File: config.mk
export PLATFORM = sky130hd
export DESIGN_NAME = median_step_edge_locator_flat
export DESIGN_NICKNAME = d
export VERILOG_FILES = /design/src/rtl/msel_pkg.sv /design/src/rtl/msel_gap_if.sv /design/src/rtl/msel_edge_if.sv /design/src/rtl/msel_sort_cell.sv /design/src/rtl/msel_score_unit.sv /design/src/rtl/median_step_edge_locator.sv /design/src/flat_wrapper.sv
export VERILOG_INCLUDE_DIRS = /design/src /design/src/rtl
export SDC_FILE = /design/constraint.sdc
export NUM_CORES = 1
export LEC_CHECK = 0
export BUFFER_PORTS_ARGS = -buffer_cell sky130_fd_sc_hd__buf_2
export CAP_MARGIN = 5
export CORE_MARGIN = 10
export CORE_UTILIZATION = 65
export CTS_CLUSTER_DIAMETER = 40
export DETAILED_ROUTE_END_ITERATION = 16
export PLACE_DENSITY = 0.83
export SETUP_SLACK_MARGIN = 0.4
export SYNTH_ARGS = -nofsm -noshare
export SYNTH_HDL_FRONTEND = slang
export SYNTH_HIERARCHICAL = 1
export SYNTH_SLANG_ARGS = --single-unit
File: constraint.sdc
create_clock -name clk -period 19.15 [get_ports clk]
set_input_delay 3.83 -clock clk [delete_from_list [all_inputs] [get_ports clk]]
set_output_delay 3.83 -clock clk [all_outputs]
set_load 0.1 [all_outputs]
File: src/rtl/median_step_edge_locator_defines.svh
// ----------------------------------------------------------------------------
// Assertion macros for the median step edge locator
// Concurrent checks in simulation; empty bodies in synthesis.
// ----------------------------------------------------------------------------
`ifndef MEDIAN_STEP_EDGE_LOCATOR_DEFINES_SVH
`define MEDIAN_STEP_EDGE_LOCATOR_DEFINES_SVH

`ifndef SYNTHESIS
// invariant that holds at every clock edge out of reset
`define MSEL_ASSERT_ALWAYS(label, clk, rst_n, expr, msg) \
    label: assert property (@(posedge clk) disable iff (!rst_n) (expr)) else $error(msg);
// condition that forces a consequence in the next cycle
`define MSEL_ASSERT_NEXT(label, clk, rst_n, ante, cons, msg) \
    label: assert property (@(posedge clk) disable iff (!rst_n) (ante) |=> (cons)) \
        else $error(msg);
`else
`define MSEL_ASSERT_ALWAYS(label, clk, rst_n, expr, msg)
`define MSEL_ASSERT_NEXT(label, clk, rst_n, ante, cons, msg)
`endif

`endif

File: src/rtl/msel_pkg.sv
// ----------------------------------------------------------------------------
// msel_pkg
// Widths, reset values and shared types of the median step edge locator.
// ----------------------------------------------------------------------------
`default_nettype none

package msel_pkg;

    localparam int GAP_W           = 12;  // gap sample width
    localparam int WC_W            = 12;  // window_count register width
    localparam int CNT_W           = 13;  // median counter width
    localparam int POS_W           = 13;  // edge position width
    localparam int SCORE_W         = 15;  // edge score width on the port
    localparam int ACC_W           = 16;  // internal score width, covers HALF_WINDOW up to 8
    localparam int HALF_WINDOW_DEF = 3;
    localparam logic [WC_W-1:0] WC_RESET = 12'd7;

    // flags one sort cell shows to its neighbors
    typedef struct packed {
        logic gt;   // stored value above the incoming sample
        logic old;  // this cell holds the oldest sample
        logic dp;   // oldest sample sits in this cell or to its left
    } cell_flags_t;

    // per-median token from the sample stage to the score stage
    typedef struct packed {
        logic             valid;
        logic             score_en;
        logic             emit;
        logic [CNT_W-1:0] pos;
    } med_tok_t;

    // best-so-far result as the score stage offers it
    typedef struct packed {
        logic                    pending;
        logic [POS_W-1:0]        position;
        logic signed [ACC_W-1:0] score;
    } edge_res_t;

endpackage

`default_nettype wire

File: src/rtl/msel_gap_if.sv
// ----------------------------------------------------------------------------
// msel_gap_if
// Valid/ready channel carrying one gap length sample per transfer.
// ----------------------------------------------------------------------------
`default_nettype none

interface msel_gap_if;
    import msel_pkg::*;

    logic             valid;
    logic             ready;
    logic [GAP_W-1:0] gap_length;

    modport source (output valid, output gap_length, input ready);
    modport sink   (input valid, input gap_length, output ready);
endinterface

`default_nettype wire

File: src/rtl/msel_edge_if.sv
// ----------------------------------------------------------------------------
// msel_edge_if
// Valid/ready channel carrying one located edge per transfer.
// ----------------------------------------------------------------------------
`default_nettype none

interface msel_edge_if;
    import msel_pkg::*;

    logic                      valid;
    logic                      ready;
    logic [POS_W-1:0]          edge_position;
    logic signed [SCORE_W-1:0] edge_score;

    modport source (output valid, output edge_position, output edge_score, input ready);
    modport sink   (input valid, input edge_position, input edge_score, output ready);
endinterface

`default_nettype wire

File: src/rtl/msel_sort_cell.sv
// ----------------------------------------------------------------------------
// msel_sort_cell
// One slot of the sorted sample window: drop oldest, insert newest per shift.
// ----------------------------------------------------------------------------
`default_nettype none

module msel_sort_cell #(
    parameter int HALF_WINDOW = msel_pkg::HALF_WINDOW_DEF,
    parameter int CELL_INDEX  = 0
) (
    input  wire logic                                         clk,
    input  wire logic                                         rst_n,
    input  wire logic                                         shift,
    input  wire logic [msel_pkg::GAP_W-1:0]                   x,
    input  wire logic [msel_pkg::GAP_W-1:0]                   left_val,
    input  wire logic [$clog2(2*HALF_WINDOW+1)-1:0]           left_age,
    input  wire msel_pkg::cell_flags_t                        left_flags,
    input  wire logic [msel_pkg::GAP_W-1:0]                   right_val,
    input  wire logic [$clog2(2*HALF_WINDOW+1)-1:0]           right_age,
    input  wire msel_pkg::cell_flags_t                        right_flags,
    output logic [msel_pkg::GAP_W-1:0]                        val,
    output logic [$clog2(2*HALF_WINDOW+1)-1:0]                age,
    output msel_pkg::cell_flags_t                             flags
);
    import msel_pkg::*;

    localparam int WIN   = 2 * HALF_WINDOW + 1;
    localparam int AGE_W = $clog2(WIN);

    logic [GAP_W-1:0] val_reg, val_next;
    logic [AGE_W-1:0] age_reg, age_next;
    logic             prev_gt;
    logic [GAP_W-1:0] prev_val;
    logic [AGE_W-1:0] prev_age;

    assign flags.gt  = (val_reg > x);
    assign flags.old = (age_reg == AGE_W'(WIN - 1));
    assign flags.dp  = left_flags.dp | flags.old;
    assign val       = val_reg;
    assign age       = age_reg;

    always_comb
    begin
        // entry just below this slot once the oldest one is removed
        prev_gt  = left_flags.dp ? flags.gt : left_flags.gt;
        prev_val = left_flags.dp ? val_reg  : left_val;
        prev_age = left_flags.dp ? age_reg  : left_age;
        if (!flags.dp)
        begin
            // oldest sits to the right: list unchanged up to here
            if (!flags.gt)
            begin
                val_next = val_reg;
                age_next = age_reg + AGE_W'(1);
            end
            else if (!left_flags.gt)
            begin
                val_next = x;
                age_next = '0;
            end
            else
            begin
                val_next = left_val;
                age_next = left_age + AGE_W'(1);
            end
        end
        else
        begin
            // oldest at or left of here: list closes up from the right
            if (!right_flags.gt)
            begin
                val_next = right_val;
                age_next = right_age + AGE_W'(1);
            end
            else if (!prev_gt)
            begin
                val_next = x;
                age_next = '0;
            end
            else
            begin
                val_next = prev_val;
                age_next = prev_age + AGE_W'(1);
            end
        end
    end

    always_ff @(posedge clk or negedge rst_n)
    begin
        if (!rst_n)
        begin
            val_reg <= '0;
            age_reg <= AGE_W'(CELL_INDEX);
        end
        else if (shift)
        begin
            val_reg <= val_next;
            age_reg <= age_next;
        end
    end

endmodule

`default_nettype wire

File: src/rtl/msel_score_unit.sv
// ----------------------------------------------------------------------------
// msel_score_unit
// Median history, step score and first-maximum tracking.
// ----------------------------------------------------------------------------
`default_nettype none

module msel_score_unit #(
    parameter int HALF_WINDOW = msel_pkg::HALF_WINDOW_DEF
) (
    input  wire logic                       clk,
    input  wire logic                       rst_n,
    input  wire logic                       advance,
    input  wire msel_pkg::med_tok_t         tok,
    input  wire logic [msel_pkg::GAP_W-1:0] median,
    output msel_pkg::edge_res_t             res
);
    import msel_pkg::*;

    localparam int HIST = 2 * HALF_WINDOW;

    med_tok_t                tok_reg;
    logic [GAP_W-1:0]        hist_reg  [HIST];
    logic [GAP_W-1:0]        hist_next [HIST];
    logic signed [ACC_W-1:0] best_score_reg, best_score_next;
    logic [POS_W-1:0]        best_pos_reg, best_pos_next;
    logic [ACC_W-1:0]        sum_early, sum_late;
    logic signed [ACC_W-1:0] score;

    always_comb
    begin
        for (int i = 0; i < HIST - 1; i++)
        begin
            hist_next[i] = hist_reg[i + 1];
        end
        hist_next[HIST - 1] = median;
    end

    always_comb
    begin
        sum_early = '0;
        sum_late  = '0;
        for (int i = 0; i < HALF_WINDOW; i++)
        begin
            sum_early = sum_early + ACC_W'(hist_next[i]);
            sum_late  = sum_late  + ACC_W'(hist_next[HALF_WINDOW + i]);
        end
        score = signed'(sum_early - sum_late);
    end

    always_comb
    begin
        if (tok_reg.score_en && (score > best_score_reg))
        begin
            best_score_next = score;
            best_pos_next   = POS_W'(tok_reg.pos);
        end
        else
        begin
            best_score_next = best_score_reg;
            best_pos_next   = best_pos_reg;
        end
    end

    assign res.pending  = tok_reg.valid && tok_reg.emit;
    assign res.position = best_pos_next;
    assign res.score    = best_score_next;

    always_ff @(posedge clk)
    begin
        if (advance && tok_reg.valid)
        begin
            hist_reg <= hist_next;
        end
    end

    always_ff @(posedge clk or negedge rst_n)
    begin
        if (!rst_n)
        begin
            tok_reg        <= '0;
            best_score_reg <= '0;
            best_pos_reg   <= POS_W'(HALF_WINDOW);
        end
        else if (advance)
        begin
            tok_reg <= tok;
            if (tok_reg.valid)
            begin
                if (tok_reg.emit)
                begin
                    best_score_reg <= '0;
                    best_pos_reg   <= POS_W'(HALF_WINDOW);
                end
                else
                begin
                    best_score_reg <= best_score_next;
                    best_pos_reg   <= best_pos_next;
                end
            end
        end
    end

endmodule

`default_nettype wire

File: src/rtl/median_step_edge_locator.sv
// ----------------------------------------------------------------------------
// median_step_edge_locator
// Sliding median of 2*HALF_WINDOW+1 gap samples with first-maximum step edge.
// ----------------------------------------------------------------------------
//
//  channel   dir  handshake        payload
//  samples   in   valid/ready      gap_length[11:0]
//  result    out  valid/ready      edge_position[12:0], edge_score[14:0]
//  cfg       in   cfg_we (no ack)  cfg_wdata[11:0] -> window_count
//
//  One sample per cycle sustained while result is not stalled. A sample
//  transfer updates the sort chain on its edge; the score stage uses the
//  new median in the next cycle; edges reach result via the output register.
//  Reset leaves window_count at 7 and the run empty; no clearing pass.
//  A stall on result backs up into samples only when the score stage holds
//  a finished edge while the output register is still full.
// ----------------------------------------------------------------------------
`default_nettype none
`include "median_step_edge_locator_defines.svh"

module median_step_edge_locator #(
    parameter int HALF_WINDOW = msel_pkg::HALF_WINDOW_DEF
) (
    input  wire logic                      clk,
    input  wire logic                      rst_n,
    msel_gap_if.sink                       samples,
    msel_edge_if.source                    result,
    input  wire logic                      cfg_we,
    input  wire logic [msel_pkg::WC_W-1:0] cfg_wdata
);
    import msel_pkg::*;

    localparam int WIN    = 2 * HALF_WINDOW + 1;
    localparam int HIST   = 2 * HALF_WINDOW;
    localparam int AGE_W  = $clog2(WIN);
    localparam int SCNT_W = $clog2(WIN);

    // configuration
    logic [WC_W-1:0]   window_count_reg;
    logic [CNT_W:0]    cnt_eff;

    // sample stage
    logic              advance;
    logic              accept;
    logic [SCNT_W-1:0] samp_cnt_reg, samp_cnt_next;
    logic [CNT_W-1:0]  med_cnt_reg, med_cnt_next;
    logic              samp_full;
    med_tok_t          tok;

    // sort chain
    logic [GAP_W-1:0]  cell_val   [WIN];
    logic [AGE_W-1:0]  cell_age   [WIN];
    cell_flags_t       cell_flags [WIN];
    logic [WIN-1:0]    old_vec;

    // score stage and output register
    edge_res_t                 res;
    logic                      out_valid_reg, out_valid_next;
    logic [POS_W-1:0]          out_pos_reg;
    logic signed [SCORE_W-1:0] out_score_reg;

    // ------------------------------------------------------------------
    // window_count register; short counts act as one full window
    // ------------------------------------------------------------------
    always_ff @(posedge clk or negedge rst_n)
    begin
        if (!rst_n)
        begin
            window_count_reg <= WC_RESET;
        end
        else if (cfg_we)
        begin
            window_count_reg <= cfg_wdata;
        end
    end

    assign cnt_eff = (window_count_reg < WC_W'(WIN)) ? (CNT_W + 1)'(WIN)
                                                     : (CNT_W + 1)'(window_count_reg);

    // ------------------------------------------------------------------
    // Flow control: everything moves unless a finished edge is blocked
    // by a full output register.
    // ------------------------------------------------------------------
    assign advance       = !res.pending || !out_valid_reg || result.ready;
    assign samples.ready = advance;
    assign accept        = samples.valid && advance;

    // ------------------------------------------------------------------
    // Sample stage: counts the fill of the window and decides, per
    // median, whether it scores and whether it closes the run.
    // ------------------------------------------------------------------
    assign samp_full = (samp_cnt_reg == SCNT_W'(HIST));

    always_comb
    begin
        tok.valid     = accept && samp_full;
        // scores run from the median that fills the history to the one
        // before the last median of the run
        tok.score_en  = (med_cnt_reg >= CNT_W'(HIST - 1))
                        && (({1'b0, med_cnt_reg} + (CNT_W + 1)'(2)) <= cnt_eff);
        tok.emit      = (({1'b0, med_cnt_reg} + (CNT_W + 1)'(1)) >= cnt_eff);
        // edge position is median index minus half window plus one, plus half window
        tok.pos       = med_cnt_reg + CNT_W'(1);
        samp_cnt_next = samp_cnt_reg;
        med_cnt_next  = med_cnt_reg;
        if (accept)
        begin
            if (!samp_full)
            begin
                samp_cnt_next = samp_cnt_reg + SCNT_W'(1);
            end
            else if (tok.emit)
            begin
                samp_cnt_next = '0;
                med_cnt_next  = '0;
            end
            else
            begin
                med_cnt_next = med_cnt_reg + CNT_W'(1);
            end
        end
    end

    always_ff @(posedge clk or negedge rst_n)
    begin
        if (!rst_n)
        begin
            samp_cnt_reg <= '0;
            med_cnt_reg  <= '0;
        end
        else
        begin
            samp_cnt_reg <= samp_cnt_next;
            med_cnt_reg  <= med_cnt_next;
        end
    end

    // ------------------------------------------------------------------
    // Sort chain: WIN cells in ascending order. Each transfer removes the
    // oldest entry and inserts the new sample; each cell looks only at its
    // two neighbors. The middle cell holds the median. Stale contents after
    // a run are flushed before the next median is taken.
    // ------------------------------------------------------------------
    genvar gi;
    generate
        for (gi = 0; gi < WIN; gi++)
        begin : g_cell
            logic [GAP_W-1:0] l_val;
            logic [AGE_W-1:0] l_age;
            cell_flags_t      l_flags;
            logic [GAP_W-1:0] r_val;
            logic [AGE_W-1:0] r_age;
            cell_flags_t      r_flags;

            if (gi == 0)
            begin : g_left_edge
                assign l_val   = '0;
                assign l_age   = '0;
                assign l_flags = '{gt: 1'b0, old: 1'b0, dp: 1'b0};
            end
            else
            begin : g_left
                assign l_val   = cell_val[gi - 1];
                assign l_age   = cell_age[gi - 1];
                assign l_flags = cell_flags[gi - 1];
            end

            if (gi == WIN - 1)
            begin : g_right_edge
                assign r_val   = '0;
                assign r_age   = '0;
                assign r_flags = '{gt: 1'b1, old: 1'b0, dp: 1'b1};
            end
            else
            begin : g_right
                assign r_val   = cell_val[gi + 1];
                assign r_age   = cell_age[gi + 1];
                assign r_flags = cell_flags[gi + 1];
            end

            msel_sort_cell #(
                .HALF_WINDOW (HALF_WINDOW),
                .CELL_INDEX  (gi)
            ) u_cell (
                .clk         (clk),
                .rst_n       (rst_n),
                .shift       (accept),
                .x           (samples.gap_length),
                .left_val    (l_val),
                .left_age    (l_age),
                .left_flags  (l_flags),
                .right_val   (r_val),
                .right_age   (r_age),
                .right_flags (r_flags),
                .val         (cell_val[gi]),
                .age         (cell_age[gi]),
                .flags       (cell_flags[gi])
            );

            assign old_vec[gi] = cell_flags[gi].old;
        end
    endgenerate

    // ------------------------------------------------------------------
    // Score stage
    // ------------------------------------------------------------------
    msel_score_unit #(
        .HALF_WINDOW (HALF_WINDOW)
    ) u_score (
        .clk     (clk),
        .rst_n   (rst_n),
        .advance (advance),
        .tok     (tok),
        .median  (cell_val[HALF_WINDOW]),
        .res     (res)
    );

    // ------------------------------------------------------------------
    // Output register
    // ------------------------------------------------------------------
    always_comb
    begin
        out_valid_next = out_valid_reg;
        if (advance && res.pending)
        begin
            out_valid_next = 1'b1;
        end
        else if (result.ready)
        begin
            out_valid_next = 1'b0;
        end
    end

    always_ff @(posedge clk or negedge rst_n)
    begin
        if (!rst_n)
        begin
            out_valid_reg <= 1'b0;
        end
        else
        begin
            out_valid_reg <= out_valid_next;
        end
    end

    always_ff @(posedge clk)
    begin
        if (advance && res.pending)
        begin
            out_pos_reg   <= res.position;
            out_score_reg <= res.score[SCORE_W-1:0];
        end
    end

    assign result.valid         = out_valid_reg;
    assign result.edge_position = out_pos_reg;
    assign result.edge_score    = out_score_reg;

    // ------------------------------------------------------------------
    // Checks
    // ------------------------------------------------------------------
    `MSEL_ASSERT_ALWAYS(a_one_oldest, clk, rst_n, $onehot(old_vec),
        "sort chain lost track of the oldest sample")
    `MSEL_ASSERT_ALWAYS(a_medians_need_full_window, clk, rst_n,
        (med_cnt_reg == '0) || samp_full, "median counted before the window filled")
    `MSEL_ASSERT_NEXT(a_edge_lands, clk, rst_n, res.pending && advance, out_valid_reg,
        "finished edge did not reach the output register")

endmodule

`default_nettype wire
File: src/flat_wrapper.sv
// flat-port wrapper written by rule: the top's interface ports become plain ports
module median_step_edge_locator_flat import msel_pkg::*;
#(
    parameter int HALF_WINDOW = msel_pkg::HALF_WINDOW_DEF
)
  (clk, rst_n, cfg_we, cfg_wdata, samples_valid, samples_gap_length, samples_ready, result_valid, result_edge_position, result_edge_score, result_ready);
  msel_gap_if samples_i ();
  msel_edge_if result_i ();
  input  wire logic clk;
  input  wire logic rst_n;
  input  wire logic cfg_we;
  input  wire logic [msel_pkg::WC_W-1:0] cfg_wdata;
  input wire logic [$bits(samples_i.valid)-1:0] samples_valid;
  input wire logic [$bits(samples_i.gap_length)-1:0] samples_gap_length;
  output wire logic [$bits(samples_i.ready)-1:0] samples_ready;
  output wire logic [$bits(result_i.valid)-1:0] result_valid;
  output wire logic [$bits(result_i.edge_position)-1:0] result_edge_position;
  output wire logic [$bits(result_i.edge_score)-1:0] result_edge_score;
  input wire logic [$bits(result_i.ready)-1:0] result_ready;
  assign samples_i.valid = samples_valid;
  assign samples_i.gap_length = samples_gap_length;
  assign samples_ready = samples_i.ready;
  assign result_valid = result_i.valid;
  assign result_edge_position = result_i.edge_position;
  assign result_edge_score = result_i.edge_score;
  assign result_i.ready = result_ready;
  median_step_edge_locator #(.HALF_WINDOW(HALF_WINDOW)) u_core (.clk(clk), .rst_n(rst_n), .samples(samples_i), .result(result_i), .cfg_we(cfg_we), .cfg_wdata(cfg_wdata));
endmodule
==> impl_metrics.csv <==
group,metric,value,unit
placed_design,gp_congestion,0.9185,
cells_and_area,largest_reg_flops,84,
timing,rsz0062_at_grt,"no",
critical_path,slowest_stage,"buf_2",
timing,fin_crit_sh,0.4332,
routing,vias,18920,
timing,finalSetupTns,0,ns
cells_and_area,syn_to_final_growth,8.435,%
routing,routed_wl,60.20,mm
yosys,syn_avg_cell_area,9.494,um^2
cells_and_area,antenna_cells,0,
clock_network,hold_buffers,0,
floorplanning,die_h,204.3,um
global_routing,antenna_found_initial,0,
routing,final_antenna_net_count,0,
global_routing,grtUsageTotal,0.2826,
timing,slew_violations,0,
critical_path,critPathLaunchType,"input pin",
routing,first_iter_violations,2309,
floorplanning,start_util,0.6583,
routing,dr.pass1.iters,8,
clock_network,numCtsBuffers,43,
routing,post_drt_wl_per_cell,21.21,um
critical_path,cp-end-kind,"output pin",
clock_network,clockBufferDepth,3,
floorplanning,core_area,33530,um^2
critical_path,cp_top_family,"buffers and inverters",
cells_and_area,final_cell_mix,"inv_1 (286), nor2_1 (228), ha_1 (175), dfrtp_1 (165), nand2_1 (142)",
critical_path,arrival,4.47,ns
outcome,status,"complete, no violations",
global_routing,overflow,0,
floorplanning,die_area,41730,um^2
cells_and_area,drive_above_1_share,0.1762,
critical_path,timing_worst_setup_path_type,"input pin to output pin",
clock_network,h-tree-depth,2,
critical_path,crit_chain,"buf_2, nand3b_1, buf_2",
cells_and_area,n_fill_cell,2393,
timing,finalHoldViolCount,0,
clock_network,cts-root-buf,"clkbuf_16",
timing,maxSlewHeadroom,0.1124,
global_routing,grt_pass1_wl,97.46,mm
timing,layout_min_cycle_time,8.296,ns
routing,post-route-drc-count,0,
critical_path,crit_required,15.32,ns
yosys,netlist_instances,2325,
global_routing,grt_max_degree,73,
routing,detail_route.vias_per_cell,6.666,
timing,worst_pin_slew,1.326,ns
critical_path,crit_path_max_incr_delay,0.44,ns
cells_and_area,layout_commonest_cell,"inv_1",
clock_network,path_clk_slew,0.05,ns
cells_and_area,nets,2609,
floorplanning,ioPinCount,59,
timing,timing.fmax,0.1205,GHz
clock_network,cts.repair.resized,0,
min_path,min_path_type,"flip-flop to flip-flop",
placed_design,dpl.hpwl,40.12,mm
yosys,synthesis.area,22070,um^2
critical_path,worst-path-buf-inv,2,
global_routing,grt_pass1_vias,18860,
placed_design,port_buffers,58,
clock_network,clock-sinks,267,
critical_path,crit_fanout,2,
job,drv_cap,0,
cells_and_area,ff_latch_area,7139,um^2
cells_and_area,multi_input_area,13250,um^2
floorplanning,rows,67,
critical_path,cp_common_cell,"buf_2",
clock_network,postCtsSetupBuffers,0,
yosys,yosysWarnings,6,
clock_network,cts_tree,"built",
clock_network,insertion_delay,0.55,ns
timing,fin_skew,0.02577,ns
timing,setup_viol,0,
floorplanning,chipWidth,204.3,um
## worst paths after layout
| check | cells after the start | endpoint | start | slack (ns) |
|---|---|---|---|---|
| worst max-delay path | 3 | samples_ready | result_ready | 10.85 |
| worst min-delay path | 0 | u_core/u_score/hist_next[46]$_DFFE_PP_ | u_core/u_score/hist_next[34]$_DFFE_PP_ | 0.45 |
| worst max register to register | 22 | u_core/u_score/best_pos_reg[2]$_DFFE_PN0P_ | u_core/g_cell[3].u_cell/val[4]$_DFFE_PN0P_ | 11.72 |
| worst min register to register | 0 | u_core/u_score/hist_next[46]$_DFFE_PP_ | u_core/u_score/hist_next[34]$_DFFE_PP_ | 0.45 |
| max in group asynchronous | 2 | u_core/g_cell[4].u_cell/age[1]$_DFFE_PN0P_ | rst_n | 14.57 |
| min in group asynchronous | 1 | u_core/u_score/best_score_reg[11]$_DFFE_PN0P_ | rst_n | 3.25 |
## final cells by class
| type | instances | share of cell area |
|---|---|---|
| clock inverter | 25 | 0.009618 |
| sequential | 267 | 0.2983 |
| tap | 448 | 0.02342 |
| clock buffer | 53 | 0.04820 |
| timing repair buffer | 85 | 0.02091 |
| multi-input combinational | 1666 | 0.5535 |
| inverter | 294 | 0.04611 |
## layer usage
layer  global-route usage  wire length (um)  part of all wire
met5                    0                 0                 0
met4               0.1386              2890             0.048
met3              0.04676              5266             0.087
met2               0.4627             28190              0.47
met1               0.3569             23860              0.40
## worst register-to-register path: stages (launching register included)
cell      delay (ns)
dfrtp_1         0.54
inv_1           0.11
fa_1            0.52
fa_1            0.55
inv_1           0.06
fa_1            0.54
inv_1           0.05
ha_1            0.37
o21ai_0         0.24
a211oi_1        0.09
o31ai_1         0.28
a21oi_1         0.17
or4b_2          0.63
nand3_1         0.18
ha_1            0.30
a21oi_1         0.17
o21ai_1         0.11
a311o_1         0.36
a221o_2         0.36
mux2i_4         0.52
buf_4           0.56
nand2_4         0.27
o311ai_0        0.34
## metrics by stage
stage / cells / area [um^2] / setup slack [ns] / util / hold slack [ns]
floorplan: 2363 / 22220 / 10.67 / - / 0.4264
global placement: 2755 / 22510 / 10.84 / 0.6714 / 0.4280
detailed placement: 2757 / 22530 / 10.68 / 0.6718 / 0.4346
CTS: 2835 / 23910 / 10.68 / 0.7130 / 0.4476
global route: 2838 / 23940 / 10.82 / 0.7138 / 0.4526
finish: 2838 / 23940 / 10.85 / 0.7138 / 0.4496
Power is left out: the tool's default activity adds up to more than one toggle a clock period on the data nets, which glitch-free logic cannot reach.
